File: src/rtl/core/plst_pkg.sv
// shared types and constants for the positional list engine
// no dependencies; used by plst_ctrl, plst_dpath and the top level
package plst_pkg;

    // fixed field widths
    localparam int FUNC_W   = 2;
    localparam int POS_W    = 9;
    localparam int STATUS_W = 2;
    localparam int COUNT_W  = 9;

    // request kinds
    typedef enum logic [FUNC_W-1:0] {
        FUNC_APPEND = 2'd0,
        FUNC_INSERT = 2'd1,
        FUNC_DELETE = 2'd2,
        FUNC_GET    = 2'd3
    } t_func;

    // result status codes
    typedef enum logic [STATUS_W-1:0] {
        ST_DONE  = 2'd0,
        ST_RANGE = 2'd1,
        ST_FULL  = 2'd2
    } t_status;

    // commands from controller to datapath
    typedef struct packed {
        logic load;
        logic eval;
        logic commit;
        logic shift_start;
        logic shift_step;
        logic get_rd;
        logic get_cap;
        logic out_load;
    } t_dp_cmd;

    // status from datapath to controller
    typedef struct packed {
        t_func func;
        logic  refuse;
        logic  direct;
        logic  busy;
    } t_dp_stat;

endpackage

File: src/rtl/core/plst_ctrl.sv
// controller of the positional list engine: request sequencing and
// output word valid; drives datapath commands
// depends on plst_pkg
module plst_ctrl (
    input  logic                i_clk,
    input  logic                i_rst_n,
    input  logic                i_s_valid,
    output logic                o_s_ready,
    output logic                o_m_valid,
    input  logic                i_m_ready,
    input  plst_pkg::t_dp_stat  i_stat,
    output plst_pkg::t_dp_cmd   o_cmd
);

    typedef enum logic [4:0] {
        S_IDLE   = 5'b00001,
        S_EVAL   = 5'b00010,
        S_SHIFT  = 5'b00100,
        S_READ   = 5'b01000,
        S_FINISH = 5'b10000
    } t_state;

    t_state r_state, n_state;
    logic   r_m_valid, n_m_valid;

    // next state and commands
    always_comb begin
        n_state   = r_state;
        n_m_valid = r_m_valid;
        o_cmd     = '0;
        if (r_m_valid && i_m_ready) begin
            n_m_valid = 1'b0;
        end
        case (r_state)
            S_IDLE: begin
                if (i_s_valid) begin
                    o_cmd.load = 1'b1;
                    n_state    = S_EVAL;
                end
            end
            S_EVAL: begin
                o_cmd.eval = 1'b1;
                if (i_stat.refuse) begin
                    n_state = S_FINISH;
                end else if (i_stat.func == plst_pkg::FUNC_GET) begin
                    o_cmd.get_rd = 1'b1;
                    n_state      = S_READ;
                end else if (i_stat.direct) begin
                    o_cmd.commit = 1'b1;
                    n_state      = S_FINISH;
                end else begin
                    o_cmd.shift_start = 1'b1;
                    n_state           = S_SHIFT;
                end
            end
            S_SHIFT: begin
                o_cmd.shift_step = 1'b1;
                if (!i_stat.busy) begin
                    o_cmd.commit = 1'b1;
                    n_state      = S_FINISH;
                end
            end
            S_READ: begin
                o_cmd.get_cap = 1'b1;
                n_state       = S_FINISH;
            end
            S_FINISH: begin
                if (!r_m_valid || i_m_ready) begin
                    o_cmd.out_load = 1'b1;
                    n_m_valid      = 1'b1;
                    n_state        = S_IDLE;
                end
            end
            default: begin
                n_state = S_IDLE;
            end
        endcase
    end

    // state registers
    always_ff @(posedge i_clk) begin
        if (!i_rst_n) begin
            r_state   <= S_IDLE;
            r_m_valid <= 1'b0;
        end else begin
            r_state   <= n_state;
            r_m_valid <= n_m_valid;
        end
    end

    assign o_s_ready = (r_state == S_IDLE);
    assign o_m_valid = r_m_valid;

    // a finished result waits while the output word is still held
    a_finish_hold: assert property (@(posedge i_clk) disable iff (!i_rst_n)
        (r_state == S_FINISH && r_m_valid && !i_m_ready) |=> (r_state == S_FINISH))
        else $error("result overwrote a held output word");

    // every accepted request reaches evaluation next
    a_load_eval: assert property (@(posedge i_clk) disable iff (!i_rst_n)
        o_cmd.load |=> (r_state == S_EVAL))
        else $error("request skipped evaluation");

endmodule

File: config.mk
export PLATFORM = sky130hd
export DESIGN_NAME = plst_ctrl
export DESIGN_NICKNAME = d
export VERILOG_FILES = /design/src/rtl/core/plst_pkg.sv /design/src/rtl/core/plst_ctrl.sv
export SDC_FILE = /design/constraint.sdc
export NUM_CORES = 1
export LEC_CHECK = 0
export ABC_CLOCK_PERIOD_IN_PS = 2710
export BUFFER_PORTS_ARGS = -buffer_cell sky130_fd_sc_hd__buf_2
export CELL_PAD_IN_SITES_DETAIL_PLACEMENT = 0
export CELL_PAD_IN_SITES_GLOBAL_PLACEMENT = 2
export CORE_UTILIZATION = 23
export DETAILED_ROUTE_END_ITERATION = 16
export GPL_ROUTABILITY_DRIVEN = 0
export PLACE_DENSITY_LB_ADDON = 0.1
export SETUP_SLACK_MARGIN = 0.05
export SLEW_MARGIN = 20
export SYNTH_ARGS = -nofsm -noshare
export SYNTH_HDL_FRONTEND = slang
export SYNTH_SLANG_ARGS = --single-unit
File: constraint.sdc
create_clock -name i_clk -period 2.71 [get_ports i_clk]
set_input_delay 0.271 -clock i_clk [delete_from_list [all_inputs] [get_ports i_clk]]
set_output_delay 0.271 -clock i_clk [all_outputs]
set_load 0.02 [all_outputs]
# Word-level counts from Yosys, hierarchy flattened
# Index checks and enable logic that the tools add are counted.
# op_classes
eq_ne	9
n_mux	27
n_reduce_logical	4
# ops
operator	n
$mux 5	6
$pmux 5 s5	1
$mux 1	17
$ne 2x2->1 const B	3
$eq 5x1->1 const B	1
$eq 5x2->1 const B	1
$eq 5x3->1 const B	1
$eq 5x4->1 const B	1
$eq 5x5->1 const B	1
$mux 2	2
$reduce_and 3->1	1
$eq 2x2->1 const B	1
$pmux 1 s2	1
$logic_and 1x1->1	1
$logic_not 1->1	1
$logic_or 1x1->1	1
# word_totals
reg_bits	6
inputBits	9
elab_cells	42

# Longest topological paths before layout
# Gate-level depths: netlist of run 1.
# depth
word_depth	4
depth_mapped	5

# Worst setup path after synthesis of run 1
# No wires, ideal clock.
# synth_timing
path_kind	register -> output
startpoint	register r_state[0]
endpoint	output o_cmd[5] in the netlist's numbering
arrival_ps	1540
required_time_ps	2439
slack_ps	899
stages_incl_launch_ff	5
path_buffers	0
path_cell_list	dfxtp_1 > or3_1 > nor3b_2 > inv_1 > o32ai_1
# synth_rtl
element	line	text
from (decl)	plst_ctrl.sv:23	t_state r_state, n_state;
from (signal assigned)	plst_ctrl.sv:86	r_state <= n_state;
to (decl)	plst_ctrl.sv:12	output plst_pkg::t_dp_cmd o_cmd

==> key figures, run 1 <==
Synthesis
  • Main combinational cell family by area after synthesis: simple AND/OR/NAND/NOR gates
  • Top cell types by occurrence after synthesis: sky130_fd_sc_hd__dfxtp_1 (6), sky130_fd_sc_hd__inv_1 (5), sky130_fd_sc_hd__nand2_1 (4)
  • Avg Cell Area, Syn: around 8.7 sq um
  • Post-synth ARST share: 0%
  • Area fraction in compound gates after synthesis: around 22%
  • Most frequent cell after synthesis: sky130_fd_sc_hd__dfxtp_1
  • Share of synthesized area occupied by flip-flops and latches: between 30% and 40%
  • Yosys reg bits: 6
  • Share of synthesized area spent on multiplexers: 0%
  • Library cell occupying the most area in the post-synthesis netlist: sky130_fd_sc_hd__dfxtp_1
  • Post-synthesis net count: 51
  • Area share of the largest cell type after synthesis: between 30% and 40%
  • Fraction of the mapped netlist area in adder cells: 0%
  • Top area cells in the synthesized netlist: sky130_fd_sc_hd__dfxtp_1 (33%), sky130_fd_sc_hd__inv_1 (5.1%), sky130_fd_sc_hd__a21oi_1 (4.1%)
  • Number of enable flip-flop cells after synthesis: 0
  • Syn. warnings: 0
  • Area share of and/or/nand/nor cells after synthesis: roughly a third
  • Synth Instances: between 40 and 50
  • Cell area after technology mapping: 365.4 sq um
  • Number of unique standard cell types used by synthesis: 26
  • Leading register cell type out of synthesis: sky130_fd_sc_hd__dfxtp_1
  • Synthesized-area fraction occupied by xor and xnor cells: between 2 and 2.5%

STA
  • Min cycle time layout: 1.991 ns
  • Headroom to the max-slew limit: 74.31%
  • Final Setup Violations: 0
  • Setup repair after global routing missed its margin: false
  • Final total negative setup slack: 0 ns
  • Least-Margin Pin Slew: 0.3818 ns
  • Worst Skew: roughly 0.0011 ns
  • Post-route worst hold slack: between 0.2 and 0.3 ns
  • Final hold vios: 0
  • Final Max Tran Viols: 0
  • Highest attainable clock frequency: ~500 MHz
  • Period utilization: approximately three quarters

Detailed routing
  • Average via count per standard cell: 4.692
  • DRT Wirelength: between 800 and 900 microns
  • Count of vias placed by the detailed router: roughly 370
  • Average wire length per cell after detail routing: ~11 microns
  • Total DRC errors in the routed layout: 0
  • Post-route ant nets: 0
  • Starting DRT DRC Count: 4
  • First-pass detailed-route iteration total: 4

Global routing
  • Largest net degree at the start of global routing: 7
  • Number of antenna violations at the first check in global routing: 0
  • Number of global-route vias before repair: 310
  • Gr usage total: 10.57%
  • Total congestion overflow after global routing: 0
  • Global-route wire length before repair: between 1000 and 1500 microns

Die
  • Initial core utilization: roughly a quarter
  • Die H: 41.86 microns
  • Std-Cell Rows: 14
  • Overall die width: ~42 microns
  • Die area: about 1800 sq um
  • Number of top-level design ports: 19
  • Core region area: 1489 sq um

Clocking
  • Cell at the root of the clock tree: sky130_fd_sc_hd__clkbuf_4
  • CTS buffer count: 3
  • Num Clock Sinks: 6
  • Post-CTS setup buffer count: 0
  • Cts-stage hold buffer count: 0
  • Clk_lat worst skew: about 0.24 ns
  • Clock transition at the registers of the reported paths: roughly 0.040 ns
  • Number of buffers between clock root and the deepest sink: 2
  • TritonCTS clock tree: done
  • Number of instances resized during post-cts repair: 0
  • H-Tree Depth: 1

Placed design
  • Post-detail-place hpwl: between 700 and 800 microns
  • Input/output buffers: 18

Setup path
  • Required time of the worst setup path: between 2 and 2.5 ns
  • Critical path endpoint category: output pin
  • Maximum fanout along the worst path: 6
  • Critical path data arrival time: approximately 1.7 ns
  • Critical path class: flop to output pin
  • Type of origin of the critical path: flop

Finish
  • Fraction of final layout cells with drive strength greater than 1: 41.94%
  • Area growth from synthesis to layout: 34.25%
  • Total Nets Final: 73
  • Antenna Diode Count: 0

Job
  • Total of max-cap violations: 0

Pwr
  • Leakage: 0.0002545 uW
  • P per Cell Area: ~450 nW/um^2
  • Maximum resistive drop on vdd: 0.2526 mV

Outcome
  • Result of the run: complete, no violations

Hold path
  • Hold WC Path Type: input pin to flop
==> cells in the final DEF (no fill, tap or decap), types with 2 or more instances in the layout <==
| master | netlist | layout |
|---|---|---|
| sky130_fd_sc_hd__o21ai_0 | 2 | 2 |
| sky130_fd_sc_hd__buf_2 | 0 | 18 |
| sky130_fd_sc_hd__a21oi_1 | 3 | 3 |
| sky130_fd_sc_hd__clkbuf_4 | 0 | 3 |
| sky130_fd_sc_hd__nand2_1 | 4 | 4 |
| sky130_fd_sc_hd__inv_1 | 5 | 5 |
| sky130_fd_sc_hd__dfxtp_1 | 6 | 6 |
| sky130_fd_sc_hd__and2_1 | 2 | 2 |
==> power breakdown <==
part	total, uW	internal (uW)	switching [uW]	leakage (uW)
Combinational	42.4	18.3	24.1	0.000192
Sequential	95.3	92.0	3.35	0.0000488
Clock	81.5	50.0	31.5	0.0000138
==> layer usage <==
metal / vias up / global-route usage [%] / wire length (microns)
li1: 195 / - / -
met1: 159 / 14.78 / 412
met2: 12 / 14.37 / 391
met3: 0 / 5.652 / 63
met4: 0 / 1.935 / 0
met5: - / 0 / 0
==> final timing paths <==
path                                               from                       to  slack [ns]  cells past startpoint
worst min register to register     o_m_valid$_SDFF_PN0_     o_m_valid$_SDFF_PN0_        0.50                      2
worst max register to register  r_state[0]$_SDFFE_PN1P_  r_state[4]$_SDFFE_PN0P_        1.15                      4
worst max-delay path            r_state[2]$_SDFFE_PN0P_                 o_cmd[4]        0.72                      5
worst min-delay path                          i_s_valid  r_state[1]$_SDFFE_PN0P_        0.29                      2
==> cell type report <==
cell class,instances,area [sq um]
fillers,160,998.5
multi-input cells,30,219.0
flip-flops and latches,6,120.1
repair buffers,18,90.09
clock buffers,3,22.52
well taps,16,20.02
inverters,5,18.77
==> critical path: stages (launching register included) <==
cell	delay (ns)
sky130_fd_sc_hd__dfxtp_1	0.35
sky130_fd_sc_hd__nor3_2	0.24
sky130_fd_sc_hd__nand3b_2	0.16
sky130_fd_sc_hd__or4b_4	0.52
sky130_fd_sc_hd__inv_1	0.06
sky130_fd_sc_hd__buf_2	0.15
==> cells by family after synthesis <==
group / after synthesis
xor+xnor: 1
flops: 6
compound gates: 11
simple gates: 18
buf+inv: 6
==> metrics by stage <==
stage / setup slack [ns] / instances / instance area, sq um / power, uW / util, %
2_1_floorplan: 0.8993 / 42 / 365.4 / 123.0 / -
3_3_place_gp: 0.9852 / 75 / 467.9 / 140.7 / 31.43
3_5_place_dp: 0.9661 / 75 / 467.9 / 139.5 / 31.43
4_1_cts: 0.6941 / 78 / 490.5 / 225.9 / 32.94
5_1_grt: 0.6192 / 78 / 490.5 / 235.8 / 32.94
6_report: 0.7193 / 78 / 490.5 / 219.2 / 32.94
==> registers in the layout, summed over array words and instances (netlist names) <==
signal	cells
r_state	5
o_m_valid	1
No activity file was read; power rests on OpenSTA's default activity.
==> inputs of run 2 (changes only) <==
--- a/config.mk
+++ b/config.mk
@@ -5,11 +5,13 @@
 export SDC_FILE = /design/constraint.sdc
 export NUM_CORES = 1
 export LEC_CHECK = 0
-export ABC_CLOCK_PERIOD_IN_PS = 2710
+export ABC_AREA = 1
+export ABC_CLOCK_PERIOD_IN_PS = 1800
 export BUFFER_PORTS_ARGS = -buffer_cell sky130_fd_sc_hd__buf_2
 export CELL_PAD_IN_SITES_DETAIL_PLACEMENT = 0
 export CELL_PAD_IN_SITES_GLOBAL_PLACEMENT = 2
-export CORE_UTILIZATION = 23
+export CORE_ASPECT_RATIO = 0.6
+export CORE_UTILIZATION = 19
 export DETAILED_ROUTE_END_ITERATION = 16
 export GPL_ROUTABILITY_DRIVEN = 0
 export PLACE_DENSITY_LB_ADDON = 0.1
==> constraint.sdc (replaced) <==
create_clock -name i_clk -period 1.8 [get_ports i_clk]
set_input_delay 0.18 -clock i_clk [delete_from_list [all_inputs] [get_ports i_clk]]
set_output_delay 0.18 -clock i_clk [all_outputs]
set_load 0.02 [all_outputs]
==> run 2 against run 1 <==
Count of clock-buffer cells in the layout stayed put. Synthesized area is 16% higher. Worst hold slack worse by 0.078 ns. Critical path depth is 1 higher. Synthesized cell count is 57% higher. Flip-flop and latch count stayed put. Final area is 19% higher. Largest cell class unchanged. Largest power group is now combinational logic.
==> key figures, run 2 <==
STA
  • Final Max Tran Viols: 0
  • Setup repair after global routing missed its margin: false
  • Period utilization: a little over 80%
  • Headroom to the max-slew limit: a little under nine tenths
  • Final hold vios: 0
  • Highest attainable clock frequency: roughly 670 MHz
  • Min cycle time layout: between 1 and 1.5 ns
  • Worst Skew: 0.0007730 ns
  • Final total negative setup slack: 0 ns
  • Least-Margin Pin Slew: 0.2092 ns
  • Final Setup Violations: 0

Synthesis
  • Post-synth ARST share: 0%
  • Leading register cell type out of synthesis: sky130_fd_sc_hd__dfxtp_1
  • Library cell occupying the most area in the post-synthesis netlist: sky130_fd_sc_hd__dfxtp_1
  • Number of unique standard cell types used by synthesis: 17
  • Area share of the largest cell type after synthesis: 28.40%
  • Post-synthesis net count: 75
  • Top area cells in the synthesized netlist: sky130_fd_sc_hd__dfxtp_1 (28%), sky130_fd_sc_hd__inv_1 (13%), sky130_fd_sc_hd__nor2_1 (8.9%)
  • Share of synthesized area occupied by flip-flops and latches: around 28%
  • Top cell types by occurrence after synthesis: sky130_fd_sc_hd__inv_1 (15), sky130_fd_sc_hd__nor2_1 (10), sky130_fd_sc_hd__nand2_1 (8)
  • Number of enable flip-flop cells after synthesis: 0
  • Cell area after technology mapping: 422.9 sq um
  • Avg Cell Area, Syn: between 6 and 7 sq um
  • Synth Instances: 66
  • Syn. warnings: 0
  • Most frequent cell after synthesis: sky130_fd_sc_hd__inv_1
  • Yosys reg bits: 6

Finish
  • Register ranked first by flip-flop count: r_state
  • Post-layout utilization of the core: 29.58%
  • Area growth from synthesis to layout: 37.57%
  • Most common library cell in the layout ignoring fill and taps: sky130_fd_sc_hd__buf_2
  • Total Nets Final: 97
  • Antenna Diode Count: 0
  • Flip-flop count of the largest register, all copies and words added: 5
  • Fraction of final layout cells with drive strength greater than 1: between 30% and 40%
  • Commonest non-fill, non-tap cells in the layout: sky130_fd_sc_hd__buf_2 (18), sky130_fd_sc_hd__inv_1 (15), sky130_fd_sc_hd__nor2_1 (10), sky130_fd_sc_hd__nand2_1 (8), sky130_fd_sc_hd__nand3_1 (7)

Detailed routing
  • Post-route ant nets: 0
  • First-pass detailed-route iteration total: 4
  • Count of vias placed by the detailed router: between 400 and 500
  • Total DRC errors in the routed layout: 0
  • Average wire length per cell after detail routing: around 9.4 microns
  • DRT Wirelength: 1071 microns
  • Starting DRT DRC Count: 12
  • Average via count per standard cell: 3.956

Outcome
  • Result of the run: complete, no violations

Setup path
  • Slowest cell on crit path: sky130_fd_sc_hd__dfxtp_1
  • Cells traversed along the worst timing path: nor2_4, nand2_4, nor2_8, nand2_1, nor3_1, buf_2
  • Critical path endpoint category: output pin
  • Critical path class: flop to output pin
  • Critical path data arrival time: between 1 and 1.5 ns
  • CP max stage delay: roughly 0.33 ns
  • Required time of the worst setup path: about 1.6 ns
  • R2R depth: 6
  • Total buffers and inverters traversed by the critical path: 1
  • Maximum fanout along the worst path: 7
  • Launching element of the worst setup path: r_state[2]$_SDFFE_PN0P_
  • Cell family with most CP delay: simple AND/OR/NAND/NOR gates
  • Worst reg2reg path startpoint: r_state[1]$_SDFFE_PN0P_
  • Number of cells on the critical path: 6
  • Type of origin of the critical path: flop

Hold path
  • Startpoint of the tightest hold check path: i_rst_n
  • Hold WC Path Type: input pin to flop
  • Worst hold path depth: 3

Clocking
  • Cell at the root of the clock tree: sky130_fd_sc_hd__clkbuf_8
  • Post-CTS setup buffer count: 0
  • Clk_lat worst skew: between 0.2 and 0.25 ns
  • Number of buffers between clock root and the deepest sink: 2
  • Clock transition at the registers of the reported paths: ~0.04 ns
  • Number of instances resized during post-cts repair: 0
  • Cts-stage hold buffer count: 0
  • TritonCTS clock tree: done
  • H-Tree Depth: 1
  • Num Clock Sinks: 6
  • CTS buffer count: 3

Die
  • Number of top-level design ports: 19
  • Initial core utilization: 21.50%
  • Std-Cell Rows: 12
  • Core region area: between 1500 and 2000 sq um
  • Die H: between 30 and 40 microns
  • Die area: 2425 sq um
  • Overall die width: 62.91 microns

Placed design
  • Input/output buffers: 18
  • Post-detail-place hpwl: ~900 microns

Global routing
  • Gr usage total: slightly above 10%
  • Total congestion overflow after global routing: 0
  • Number of global-route vias before repair: slightly above 400
  • Global-route wire length before repair: between 1500 and 2000 microns
  • Largest net degree at the start of global routing: 8
  • Number of antenna violations at the first check in global routing: 0

Job
  • Total of max-cap violations: 0

Pwr
  • P per Cell Area: ~1200 nW/um^2
  • Maximum resistive drop on vdd: 0.3567 mV
  • Leakage: approximately 0.00034 uW
==> run 2: area by class of cell <==
cell class / count / area (sq um)
fillers: 227 / 1385
multi-input cells: 43 / 235.2
flip-flops and latches: 6 / 120.1
repair buffers: 18 / 90.09
inverters: 16 / 60.06
clock buffers: 3 / 41.29
well taps: 28 / 35.03
==> run 2: path summary, 6_finish.rpt <==
check	end	slack [ns]
max	o_cmd[4]	0.31
min reg2reg	o_m_valid$_SDFF_PN0_	0.54
min	r_state[4]$_SDFFE_PN0P_	0.21
max reg2reg	r_state[4]$_SDFFE_PN0P_	0.64
==> run 2: through the flow <==
stage,total power [uW],cells,instance area (sq um),setup WS [ns],hold slack (ns)
floorplan,426.7,66,422.9,0.5445,0.3005
global placement,518.4,111,540.5,0.4964,0.4550
detailed placement,507.9,111,540.5,0.5393,0.4438
CTS,714.4,114,581.8,0.2954,0.2127
global route,769.3,114,581.8,0.2053,0.2234
finish,706.9,114,581.8,0.3125,0.2104
==> run 2: worst register-to-register path: cells and delay by family (launching register included) <==
kind,cells,cell delay [ns]
AND/OR/NAND/NOR,6,0.72
flip-flops,1,0.33
==> run 2: logic make-up (layout without fill, tap and decap cells) <==
| kind of cell | after synthesis | count (layout) | share of synthesized area, % |
|---|---|---|---|
| compound gates | 4 | 4 | 5.621 |
| buf+inv | 17 | 37 | 15.98 |
| simple gates | 39 | 39 | 50.00 |
| flops | 6 | 6 | 28.40 |
==> run 2: where the power goes <==
part / total [uW] / switching [uW] / leakage [uW] / internal [uW]
clock: 203 / 59.6 / 0.0000216 / 144
combinational: 319 / 217 / 0.000271 / 102
sequential: 185 / 23.3 / 0.0000490 / 161
total: 707 / 300 / 0.000342 / 407
==> run 2: per-layer routing <==
| layer | part of all wire, % | up-vias | wire (microns) | GRT usage [%] |
|---|---|---|---|---|
| met4 | 0 | 0 | 0 | 1.744 |
| met1 | 59 | 195 | 632 | 14.43 |
| met3 | 5.8 | 0 | 62 | 4.762 |
| li1 | - | 242 | - | - |
| met5 | 0 | - | 0 | 0 |
| met2 | 35 | 14 | 377 | 14.25 |
==> inputs of run 3 (changes only) <==
--- a/config.mk
+++ b/config.mk
@@ -6,12 +6,11 @@
 export NUM_CORES = 1
 export LEC_CHECK = 0
 export ABC_AREA = 1
-export ABC_CLOCK_PERIOD_IN_PS = 1800
+export ABC_CLOCK_PERIOD_IN_PS = 1470
 export BUFFER_PORTS_ARGS = -buffer_cell sky130_fd_sc_hd__buf_2
 export CELL_PAD_IN_SITES_DETAIL_PLACEMENT = 0
 export CELL_PAD_IN_SITES_GLOBAL_PLACEMENT = 2
-export CORE_ASPECT_RATIO = 0.6
-export CORE_UTILIZATION = 19
+export CORE_UTILIZATION = 21
 export DETAILED_ROUTE_END_ITERATION = 16
 export GPL_ROUTABILITY_DRIVEN = 0
 export PLACE_DENSITY_LB_ADDON = 0.1
==> constraint.sdc (replaced) <==
create_clock -name i_clk -period 1.47 [get_ports i_clk]
set_input_delay 0.147 -clock i_clk [delete_from_list [all_inputs] [get_ports i_clk]]
set_output_delay 0.147 -clock i_clk [all_outputs]
set_load 0.02 [all_outputs]
==> run 3 against run 2 <==
Final area up 5.4%. First-iteration DRC count is 25% lower. Via count is 1.8% higher. Routed wire length decreased by 3.5%. Critical path type unchanged.
==> key figures, run 3 (synthesis results as in run 2) <==
STA
  • Period utilization: between 90% and 100%
  • Worst Skew: 0.005144 ns
  • Final Setup Violations: 0
  • Headroom to the max-slew limit: between 80 and 90%
  • Final Max Tran Viols: 0
  • Final hold vios: 0
  • Final total negative setup slack: 0 ns
  • Highest attainable clock frequency: about 720 MHz
  • Least-Margin Pin Slew: between 0.15 and 0.2 ns
  • Setup repair after global routing missed its margin: true
  • Min cycle time layout: ~1.4 ns

Hold path
  • Worst hold path depth: 3
  • Startpoint of the tightest hold check path: i_rst_n
  • Hold path endpoint: r_state[4]$_SDFFE_PN0P_
  • Hold WC Path Type: input pin to flop

Die
  • Core region area: about 1800 sq um
  • Std-Cell Rows: 15
  • Overall die width: approximately 47 microns
  • Number of top-level design ports: 19
  • Die area: between 2000 and 2500 sq um
  • Initial core utilization: a little under a quarter
  • Die H: between 40 and 50 microns

Clocking
  • Clock transition at the registers of the reported paths: 0.05 ns
  • Number of buffers between clock root and the deepest sink: 2
  • Cell at the root of the clock tree: sky130_fd_sc_hd__clkbuf_4
  • H-Tree Depth: 1
  • TritonCTS clock tree: done
  • Cts-stage hold buffer count: 0
  • Num Clock Sinks: 6
  • CTS buffer count: 3
  • Clk_lat worst skew: between 0.2 and 0.25 ns

Pwr
  • Psw: between 300 and 400 uW
  • Maximum resistive drop on vdd: around 0.59 mV
  • Internal power summed over all cells: 471.4 uW
  • Leakage: around 0.00036 uW
  • Sw Share: between 40 and 50%
  • Clock power share: about 18%
  • Gate power share: a little over half
  • Share of power burned in registers: approximately 28%
  • P per Cell Area: about 1400 nW/um^2

Finish
  • Final non-filler cell area: around 610 sq um
  • Fraction of final layout cells with drive strength greater than 1: 45.05%
  • Count of non-filler cells in the finished layout: roughly 120
  • Register ranked first by flip-flop count: r_state
  • Antenna Diode Count: 0
  • Most common library cell in the layout ignoring fill and taps: sky130_fd_sc_hd__buf_2
  • Area growth from synthesis to layout: 44.97%
  • Total Nets Final: a little over 100
  • Layout fillers: between 200 and 250
  • Flip-flop count of the largest register, all copies and words added: 5
  • Commonest non-fill, non-tap cells in the layout: sky130_fd_sc_hd__buf_2 (16), sky130_fd_sc_hd__inv_1 (14), sky130_fd_sc_hd__nor2_1 (9), sky130_fd_sc_hd__nand2_1 (8)

Detailed routing
  • First-pass detailed-route iteration total: 4
  • Count of vias placed by the detailed router: between 400 and 500
  • Starting DRT DRC Count: 9
  • Total DRC errors in the routed layout: 0
  • Average wire length per cell after detail routing: 8.905 microns
  • DRT Wirelength: ~1000 microns
  • Average via count per standard cell: 3.957
  • Post-route ant nets: 0

Setup path
  • Launching element of the worst setup path: r_state[2]$_SDFFE_PN0P_
  • Destination of the worst register-to-register timing path: r_state[0]$_SDFFE_PN1P_
  • Cells traversed along the worst timing path: nor2_4, nand2_4, nor2_8, nand2_1, nor3_1, buf_2
  • CP max stage delay: 0.33 ns
  • Critical path data arrival time: around 1.2 ns
  • Critical path class: flop to output pin
  • Total buffers and inverters traversed by the critical path: 1
  • Worst reg2reg path startpoint: r_state[4]$_SDFFE_PN0P_
  • Minimum setup slack among reg-to-reg paths: approximately 0.3 ns
  • Cell family with most CP delay: simple AND/OR/NAND/NOR gates
  • R2R depth: 9
  • Slowest cell on crit path: sky130_fd_sc_hd__dfxtp_2
  • Required time of the worst setup path: ~1.3 ns
  • Maximum fanout along the worst path: 5
  • Type of origin of the critical path: flop
  • Critical path endpoint category: output pin

Placed design
  • Area post-placement: about 540 sq um
  • Input/output buffers: 18
  • Cells after DPL: approximately 110
  • Post-detail-place hpwl: around 850 microns

Global routing
  • Total congestion overflow after global routing: 0
  • Gr usage total: approximately a tenth
  • Global-route wire length before repair: around 1600 microns
  • Largest net degree at the start of global routing: 6
  • Number of global-route vias before repair: around 400
  • Number of antenna violations at the first check in global routing: 0

Job
  • Total of max-cap violations: 0

Outcome
  • Result of the run: complete, no violations
run 3: cell count changes in the layout (fill, tap and decap cells not counted), sizes merged:
cell and delta:
buf +5
run 3: worst max-delay path by stage:
stage | to | cells after the start
2_1_floorplan | o_cmd[5] | 4
3_3_place_gp | o_cmd[4] | 6
3_5_place_dp | o_cmd[4] | 6
4_1_cts | o_cmd[4] | 6
5_1_grt | o_cmd[7] | 5
6_report | o_cmd[4] | 6
run 3: worst register-to-register path: stages (launching register included):
cell and delay [ns]:
sky130_fd_sc_hd__dfxtp_1 0.36, sky130_fd_sc_hd__inv_2 0.07, sky130_fd_sc_hd__buf_4 0.14, sky130_fd_sc_hd__nand3_1 0.10, sky130_fd_sc_hd__inv_1 0.07, sky130_fd_sc_hd__nor2_2 0.11, sky130_fd_sc_hd__inv_1 0.05, sky130_fd_sc_hd__nor2_1 0.09
sky130_fd_sc_hd__nand2_1 0.06, sky130_fd_sc_hd__nand2_1 0.06
run 3: layout make-up:
type	instances	area, sq um	share of cell area (%)
Multi-Input combinational cell	43	242.7	39.59
Inverter	16	60.06	9.796
Sequential cell	6	123.9	20.20
Timing Repair Buffer	23	132.6	21.63
Clock buffer	3	22.52	3.673
Tap cell	25	31.28	5.102
run 3: per-layer routing:
layer  track usage (%)  routed length, microns  vias up
met2             16.94                     491       12
met5                 0                       0        -
met4             6.857                       0        0
li1                  -                       -      258
met1             13.36                     491      189
met3             1.154                      50        0
run 3: repair_timing:
item,in CTS,in global routing
pin swaps,2,2
buffers inserted,5,0
endpoints found under the setup margin,3,5
resized for setup,1,8
run 3: through the flow:
stage	setup slack (ns)	util, %	hold slack [ns]	power [uW]
after floorplan	0.2475	-	0.2675	522.5
after global placement	0.2205	29.79	0.4137	633.0
after detailed placement	0.2406	29.79	0.4013	619.0
after CTS	0.03051	33.19	0.1420	807.7
after global routing	0.04150	34.03	0.1755	902.9
final	0.08657	34.03	0.1477	842.9
run 3: power groups by stage:
stage	sequential, uW	clock, uW	combinational, uW
final	240	149	454
after global routing	243	161	499
after CTS	225	155	427
after detailed placement	228	0	391
after global placement	228	0	406
after floorplan	225	0	297
